### src/sv/rotation_matrix_to_quaternion_assert.svh
// assertion macros used by the rotation matrix to quaternion back end
`ifndef ROTATION_MATRIX_TO_QUATERNION_ASSERT_SVH
`define ROTATION_MATRIX_TO_QUATERNION_ASSERT_SVH

// same-cycle implication, checked out of reset
`define RMQ_ASSERT_NOW(lbl, ante, cons, msg) \
    lbl: assert property (@(posedge i_clk) disable iff (!i_rst_n) (ante) |-> (cons)) \
        else $error(msg);

// next-cycle implication, checked out of reset
`define RMQ_ASSERT_NEXT(lbl, ante, cons, msg) \
    lbl: assert property (@(posedge i_clk) disable iff (!i_rst_n) (ante) |=> (cons)) \
        else $error(msg);

`endif

### src/sv/rmq_pkg.sv
// shared types and constants for the rotation matrix to quaternion block
package rmq_pkg;

    // quaternion component slots, also the lane order of the back end
    typedef enum logic [1:0] {
        AXIS_X = 2'd0,
        AXIS_Y = 2'd1,
        AXIS_Z = 2'd2,
        AXIS_W = 2'd3
    } t_axis;

    // classification of one word, travels with it through queue and pipeline
    typedef struct packed {
        logic  invalid;
        t_axis root_sel;
    } t_cls;

    localparam int NUM_LANES   = 4;
    localparam int QUEUE_DEPTH = 4;
    localparam int QUEUE_PTR_W = $clog2(QUEUE_DEPTH);

endpackage

### src/sv/rmq_front.sv
// front end: classifies a matrix, forms root argument and lane terms, queues them
module rmq_front #(
    parameter int DATA_WIDTH = 16
) (
    input  logic                              i_clk,
    input  logic                              i_rst_n,
    input  logic                              i_valid,
    output logic                              o_ready,
    input  logic [9*DATA_WIDTH-1:0]           i_mat,
    output logic                              o_q_valid,
    input  logic                              i_q_pop,
    output rmq_pkg::t_cls                     o_q_cls,
    output logic [DATA_WIDTH:0]               o_q_arg,
    output logic [4*(DATA_WIDTH+2)-1:0]       o_q_diff
);
    import rmq_pkg::*;

    localparam int W  = DATA_WIDTH;
    localparam int F  = W - 2;
    localparam int AW = W + 3;
    localparam int DW = W + 2;
    localparam int EW = $bits(t_cls) + (W + 1) + 4 * DW;

    logic signed [AW-1:0] m [0:8];
    logic signed [AW-1:0] one_v, tr, arg, mii, mjj, mkk;
    logic signed [AW-1:0] dx, dy, dz, s01, s02, s12;
    logic                 trace_pos;
    t_axis                diag_sel;
    t_cls                 cls;
    logic [4*DW-1:0]      diff;
    logic [EW-1:0]        entry;

    logic [EW-1:0]          r_mem [0:QUEUE_DEPTH-1];
    logic [QUEUE_PTR_W-1:0] r_wr, r_rd;
    logic [QUEUE_PTR_W:0]   r_cnt;
    logic                   push;

    // unpack and sign-extend the nine entries
    always_comb begin
        for (int n = 0; n < 9; n++) begin
            m[n] = AW'($signed(i_mat[n*W +: W]));
        end
    end

    // trace test and largest diagonal entry
    always_comb begin
        one_v     = AW'(1) <<< F;
        tr        = m[0] + m[4] + m[8];
        trace_pos = tr > 0;
        diag_sel  = AXIS_X;
        if (m[4] > m[0]) begin
            diag_sel = AXIS_Y;
        end
        if (m[8] > ((diag_sel == AXIS_Y) ? m[4] : m[0])) begin
            diag_sel = AXIS_Z;
        end
    end

    // off-diagonal sums and differences
    always_comb begin
        dx  = m[5] - m[7];
        dy  = m[6] - m[2];
        dz  = m[1] - m[3];
        s01 = m[1] + m[3];
        s02 = m[2] + m[6];
        s12 = m[5] + m[7];
    end

    // lane terms per branch, root lane carries zero
    always_comb begin
        mii = m[0];
        mjj = m[4];
        mkk = m[8];
        diff = '0;
        case (diag_sel)
            AXIS_X: begin
                diff = {DW'(dx), DW'(s02), DW'(s01), DW'(0)};
            end
            AXIS_Y: begin
                mii  = m[4];
                mjj  = m[8];
                mkk  = m[0];
                diff = {DW'(dy), DW'(s12), DW'(0), DW'(s01)};
            end
            AXIS_Z: begin
                mii  = m[8];
                mjj  = m[0];
                mkk  = m[4];
                diff = {DW'(dz), DW'(0), DW'(s12), DW'(s02)};
            end
            default: begin
                diff = '0;
            end
        endcase
        cls.root_sel = diag_sel;
        arg          = mii - mjj - mkk + one_v;
        if (trace_pos) begin
            diff         = {DW'(0), DW'(dz), DW'(dy), DW'(dx)};
            cls.root_sel = AXIS_W;
            arg          = tr + one_v;
        end
        cls.invalid = !trace_pos && (arg <= 0);
        if (cls.invalid) begin
            arg = '0;
        end
        entry = {cls, arg[W:0], diff};
    end

    // short queue towards the back end
    assign o_ready   = r_cnt != (QUEUE_PTR_W+1)'(QUEUE_DEPTH);
    assign o_q_valid = r_cnt != '0;
    assign push      = i_valid && o_ready;

    always_ff @(posedge i_clk) begin
        if (push) begin
            r_mem[r_wr] <= entry;
        end
    end

    always_ff @(posedge i_clk) begin
        if (!i_rst_n) begin
            r_wr  <= '0;
            r_rd  <= '0;
            r_cnt <= '0;
        end else begin
            if (push) begin
                r_wr <= r_wr + 1'b1;
            end
            if (i_q_pop) begin
                r_rd <= r_rd + 1'b1;
            end
            r_cnt <= r_cnt + (QUEUE_PTR_W+1)'(push) - (QUEUE_PTR_W+1)'(i_q_pop);
        end
    end

    assign {o_q_cls, o_q_arg, o_q_diff} = r_mem[r_rd];

endmodule

### config.mk
export PLATFORM = sky130hd
export DESIGN_NAME = rmq_front
export DESIGN_NICKNAME = d
export VERILOG_FILES = /design/src/sv/rotation_matrix_to_quaternion_assert.svh /design/src/sv/rmq_pkg.sv /design/src/sv/rmq_front.sv
export SDC_FILE = /design/constraint.sdc
export NUM_CORES = 1
export LEC_CHECK = 0
export ABC_AREA = 0
export ABC_CLOCK_PERIOD_IN_PS = 10700
export BUFFER_PORTS_ARGS = -buffer_cell sky130_fd_sc_hd__buf_2
export CORE_ASPECT_RATIO = 0.5
export CORE_MARGIN = 3
export CORE_UTILIZATION = 50
export CTS_CLUSTER_DIAMETER = 80
export DETAILED_ROUTE_END_ITERATION = 6
export HOLD_SLACK_MARGIN = 0.02
export MAX_ROUTING_LAYER = met4
export PLACE_DENSITY = 0.8
export SYNTH_ARGS = -nofsm -noshare
export SYNTH_HDL_FRONTEND = slang
export SYNTH_SLANG_ARGS = --single-unit
### constraint.sdc
create_clock -name i_clk -period 10.7 [get_ports i_clk]
set_clock_uncertainty 0.2 [all_clocks]
set_input_delay 1.605 -clock i_clk [delete_from_list [all_inputs] [get_ports i_clk]]
set_output_delay 1.605 -clock i_clk [all_outputs]
set_load 0.05 [all_outputs]
==> flow_summary.ini, run 1 <==
[run_status]
status = complete, no violations

[yosys]
synth.most_common_cell = edfxtp_1
synth_warnings = 0
async_reset_ff_frac = 0
synth_seq_area_share = 0.461
syn_nets = 2324
netlist_area_um2 = 23300
synth-edff-count = 352
synth_seq_cells = 361
synthCells = 1951
synth_ff_type = edfxtp_1
avgSynthCellArea_um2 = 12.0
synth_top_area_frac = 0.453
synth.distinct_cells = 76
synth.area.top_cells = edfxtp_1 (45%), ha_1 (9.9%), mux4_2 (8.5%)
yosysTopAreaCell = edfxtp_1
ys_top_cells_by_count = edfxtp_1 (352), ha_1 (184), nand2_1 (164), inv_1 (157), nor2_1 (145)

[setup_path]
start_kind = input port
cp.required_ns = 10.64
critPathSlowestCell = a32oi_1
crit_buf_inv = 5
crit_family = compound AO/OA/AOI/OAI gates
critPathMaxStageDelay_ns = 1.01
end_kind = register
path_class = in -> reg
worstPathArrival_ns = 9.78
reg2reg_slack_ns = 7.97
path_max_fanout = 56
cp_common_cell = ha_1

[timing]
layout_min_cycle_time_ns = 9.84
max_slew_margin = 0.0665
period_share = 0.920
fmax_mhz = 102
worst_slew_pin_slew_ns = 1.40
rsz0062_at_grt = false
hold_viol_final = 0
final_max_slew_viol_count = 0
setup_viol_count_final = 0
fin_setup_tns_ns = 0

[clocking]
path_clk_slew_ns = 0.06
clk_latency_ns = 0.53
cts_tree = yes
numCtsBuffers = 36
clk_path_buf_depth = 3
cts_root_buf = clkbuf_16
cts_resized = 0
htree_levels = 2
ctsHoldBuffers = 0
cts_sinks = 361
post_cts_buffers = 0

[global_routing]
grt-ovfl-total = 0
globalRouteTotalUtil = 0.243
grt_max_degree = 57
antenna_found_initial = 5
grt_pass1_vias = 16200
grt_pass1_wl_um = 91500

[detailed_routing]
drt.antenna.violating_nets = 0
dr.first_iter.drc_count = 1422
viasPerCell = 5.85
drt-total-wl_um = 59700
firstDrtPassIters = 5
vias = 16400
drc_errors = 0
wl_per_cell_um = 21.3

[place]
gp_congestion = 0.949
port_buffers = 241
placedInstanceArea_um2 = 25100
placed_cells = 2739
hpwlAfterDp_um = 44400

[floorplanning]
core-area_um2 = 45600
pin_count = 242
die_area_um2 = 49400
rows = 55
fp.dieW_um = 311
initial_core_util = 0.511
die_height_um = 159

[pwr]
powerDensity_nw_per_um2 = 249
peakVddDrop_mv = 0.159
power.total_uw = 6520
p_leak_uw = 0.0104

[cells_and_area]
nFillCells = 3709
design_area_um2 = 26200
area_growth_pct = 12.3
fin_nets = 2523
drive_gt1_frac = 0.207
layout.cells.non_filler = 2804

[flow_run]
drv_cap = 0

[hold_path]
hold_path_class = reg -> reg
[logic make-up after synthesis]
logic type,after synthesis,synth area share
compound gates,361,0.105
mux,183,0.127
xor+xnor,112,0.0421
simple gates,455,0.0875
flops,361,0.461
fa+ha+maj,225,0.134
buf+inv,254,0.0436
[layout by cell type, fill, tap and decap left out, types with 66 or more instances in the layout]
master,n
ha_1,184
mux4_2,88
nand2_1,164
mux2i_1,66
buf_2,241
xnor2_1,81
a21oi_1,98
edfxtp_1,352
inv_1,156
nor2_1,145
[registers in the layout, indices dropped and copies added, names as in the netlist, named ones only]
register	cells
r_rd	2
r_mem	352
r_cnt	3
r_wr	2
[routing by layer]
layer / share of wire / track usage
met1: 0.41 / 0.304
met2: 0.50 / 0.412
met3: 0.046 / 0.0243
met4: 0.039 / 0.0929
met5: 0 / -
[path summary, 6_finish.rpt]
check                                              end  cells past startpoint                  from
worst min register to register    r_wr[1]$_SDFFE_PN0P_                      2  r_wr[1]$_SDFFE_PN0P_
worst max register to register  r_mem[2][12]$_DFFE_PP_                      4   r_cnt[1]$_SDFF_PN0_
worst min-delay path              r_wr[1]$_SDFFE_PN0P_                      2  r_wr[1]$_SDFFE_PN0P_
worst max-delay path            r_mem[1][91]$_DFFE_PP_                     35              i_mat[1]
[final cells by class]
| type | instances | area [µm²] | area share |
|---|---|---|---|
| Multi-Input combinational cell | 1336 | 11600 | 0.443 |
| Sequential cell | 361 | 10800 | 0.411 |
| Inverter | 157 | 589 | 0.0225 |
| Timing Repair Buffer | 258 | 1330 | 0.0509 |
| Clock inverter | 19 | 184 | 0.00703 |
| Antenna cell | 5 | 12.5 | 0.000478 |
| Tap cell | 627 | 785 | 0.0300 |
| Clock buffer | 41 | 920 | 0.0351 |
[per-stage QoR]
step,hold WS [ns],utilization,setup WS (ns)
2_1_floorplan,0.276,-,1.26
3_3_place_gp,0.305,0.549,0.708
3_5_place_dp,0.316,0.549,0.463
4_1_cts,0.323,0.574,0.970
5_1_grt,0.344,0.574,0.185
6_report,0.326,0.574,0.856
[worst register-to-register path, cell delays in order, from the launching register on]
cell	delay [ns]
dfxtp_1	0.42
nor2_1	0.07
nand2_1	0.17
and3_4	0.64
buf_4	0.80
[power breakdown]
group	internal [µW]	switching, µW	total, µW
combinational	1100	2100	3200
clock	671	530	1200
sequential	2050	72.4	2120
total	3820	2700	6520
Note: power is estimated with default switching activity, not from simulation.
==> run 2, diff against run 1 <==
Settings changed: CELL_PAD_IN_SITES_DETAIL_PLACEMENT from default to 1, CELL_PAD_IN_SITES_GLOBAL_PLACEMENT from default to 1, CORE_UTILIZATION 50 to 49, PLACE_DENSITY 0.8 to 0.93.
==> run 2 against run 1 <==
Against the previous run:
- hold slack gained 0.039 ns
- critical path depth is the same
- fmax grew 2.7%
- first-iteration DRC count grew 0.35%
- flip-flop and latch count is the same
- via count grew 4.6%
- non-clock buffer count shrank 2
- die area grew 2.0%
- sequential power is essentially flat
- total power grew 2.5%
- critical path type unchanged
- largest cell class unchanged
- highest routed layer unchanged
==> flow_summary.ini, run 2 (synthesis results as in run 1) <==
[run_status]
status = complete, no violations

[detailed_routing]
firstDrtPassIters = 6
drc_errors = 0
drt.antenna.violating_nets = 0
viasPerCell = 6.13
dr.first_iter.drc_count = 1427
vias = 17200
wl_per_cell_um = 25.6
drt-total-wl_um = 71600

[timing]
final_max_slew_viol_count = 0
rsz0062_at_grt = false
setup_viol_count_final = 0
period_share = 0.896
fin_setup_tns_ns = 0
max_slew_margin = 0.340
fin_ws_ns = 1.12
hold_viol_final = 0
worst_slew_pin_slew_ns = 0.990
layout_min_cycle_time_ns = 9.58
fmax_mhz = 104

[cells_and_area]
reg_top3 = r_mem (352), r_cnt (3)
final_common_cell = edfxtp_1
largest_reg_flops = 352
nFillCells = 4861
area_growth_pct = 12.0
design_area_um2 = 26100
layout_common_cells = edfxtp_1 (352), buf_2 (241), ha_1 (184)
fin_nets = 2520
drive_gt1_frac = 0.205
regMostFlops = r_mem

[clocking]
path_clk_slew_ns = 0.07
cts_root_buf = clkbuf_16
cts_resized = 0
clk_latency_ns = 0.55
ctsHoldBuffers = 0
clk_path_buf_depth = 3
htree_levels = 2
cts_tree = yes
numCtsBuffers = 35
post_cts_buffers = 0
cts_sinks = 361

[place]
dp_worst_setup_slack_ns = 0.630
gp_congestion = 0.928
hpwlAfterDp_um = 52600
placedInstanceArea_um2 = 25100
port_buffers = 241

[setup_path]
cp.required_ns = 10.80
path_max_fanout = 54
critPathMaxStageDelay_ns = 0.62
reg2reg_slack_ns = 8.00
end_kind = register
worstPathArrival_ns = 9.68
critPathSlowestCell = buf_4
ff2ff_path_depth = 4
path_class = in -> reg
start_kind = input port

[floorplanning]
rows = 55
fp.dieW_um = 315
pin_count = 242
die_height_um = 160
initial_core_util = 0.506
die_area_um2 = 50400
core-area_um2 = 46100

[hold_path]
holdPathStages = 2
hold_path_class = reg -> reg

[global_routing]
antenna_found_initial = 1
grt_pass1_vias = 18600
globalRouteTotalUtil = 0.291
grt-ovfl-total = 0
grt_max_degree = 76
grt_pass1_wl_um = 110000

[flow_run]
drv_cap = 0

[pwr]
powerDensity_nw_per_um2 = 256
p_leak_uw = 0.0103
peakVddDrop_mv = 0.143
power.total_uw = 6680
-- run 2: cell types whose count changed in the layout (fill, tap and decap cells not counted), sizes merged --
cell and delta:
clkbuf +3, clkinvlp -1, clkinv -2, diode -4, bufinv -1, buf -2, inv +2
-- run 2: path summary, 6_finish.rpt --
| path | startpoint | to |
|---|---|---|
| worst max-delay path | i_mat[1] | r_mem[0][76]$_DFFE_PP_ |
| worst min-delay path | r_wr[1]$_SDFFE_PN0P_ | r_wr[1]$_SDFFE_PN0P_ |
| worst max register to register | r_cnt[1]$_SDFF_PN0_ | r_mem[2][82]$_DFFE_PP_ |
| worst min register to register | r_wr[1]$_SDFFE_PN0P_ | r_wr[1]$_SDFFE_PN0P_ |
-- run 2: metrics by stage --
step / hold slack [ns] / utilization / std cells
after floorplan: 0.276 / - / 1951
after global placement: 0.294 / 0.544 / 2737
after detailed placement: 0.372 / 0.544 / 2737
after CTS: 0.382 / 0.567 / 2798
after global routing: 0.440 / 0.567 / 2799
final: 0.365 / 0.567 / 2799
-- run 2: layout make-up --
class | count | area [µm²] | share of cell area
flip-flops and latches | 361 | 10800 | 0.412
clock buffers | 44 | 910 | 0.0348
well taps | 627 | 785 | 0.0300
inverters | 157 | 589 | 0.0226
clock inverters | 17 | 156 | 0.00599
repair buffers | 256 | 1330 | 0.0509
multi-input cells | 1336 | 11600 | 0.444
diodes | 1 | 2.50 | 0.0000958
-- run 2: per-layer routing --
metal | share of wire | vias to the layer above | GRT usage
li1 | - | 7571 | -
met1 | 0.37 | 8673 | 0.333
met2 | 0.52 | 696 | 0.512
met3 | 0.057 | 224 | 0.0409
met4 | 0.047 | 0 | 0.125
met5 | 0 | - | -
-- run 2: report_power, final --
part           internal [µW]  leakage [µW]  switching [µW]  total (µW)
combinational           1110       0.00650            2240        3360
sequential              2050       0.00333            84.1        2130
clock                    638      0.000513             557        1200
total                   3800        0.0103            2890        6680
-- run 2: worst max-delay path, delay by kind of cell --
family	cells	cell delay [ns]
buffers and inverters	4	0.88
AOI/OAI and AO/OA	18	4.00
muxes	2	0.65
and+or+nand+nor	5	0.88
adders and majority gates	6	1.61
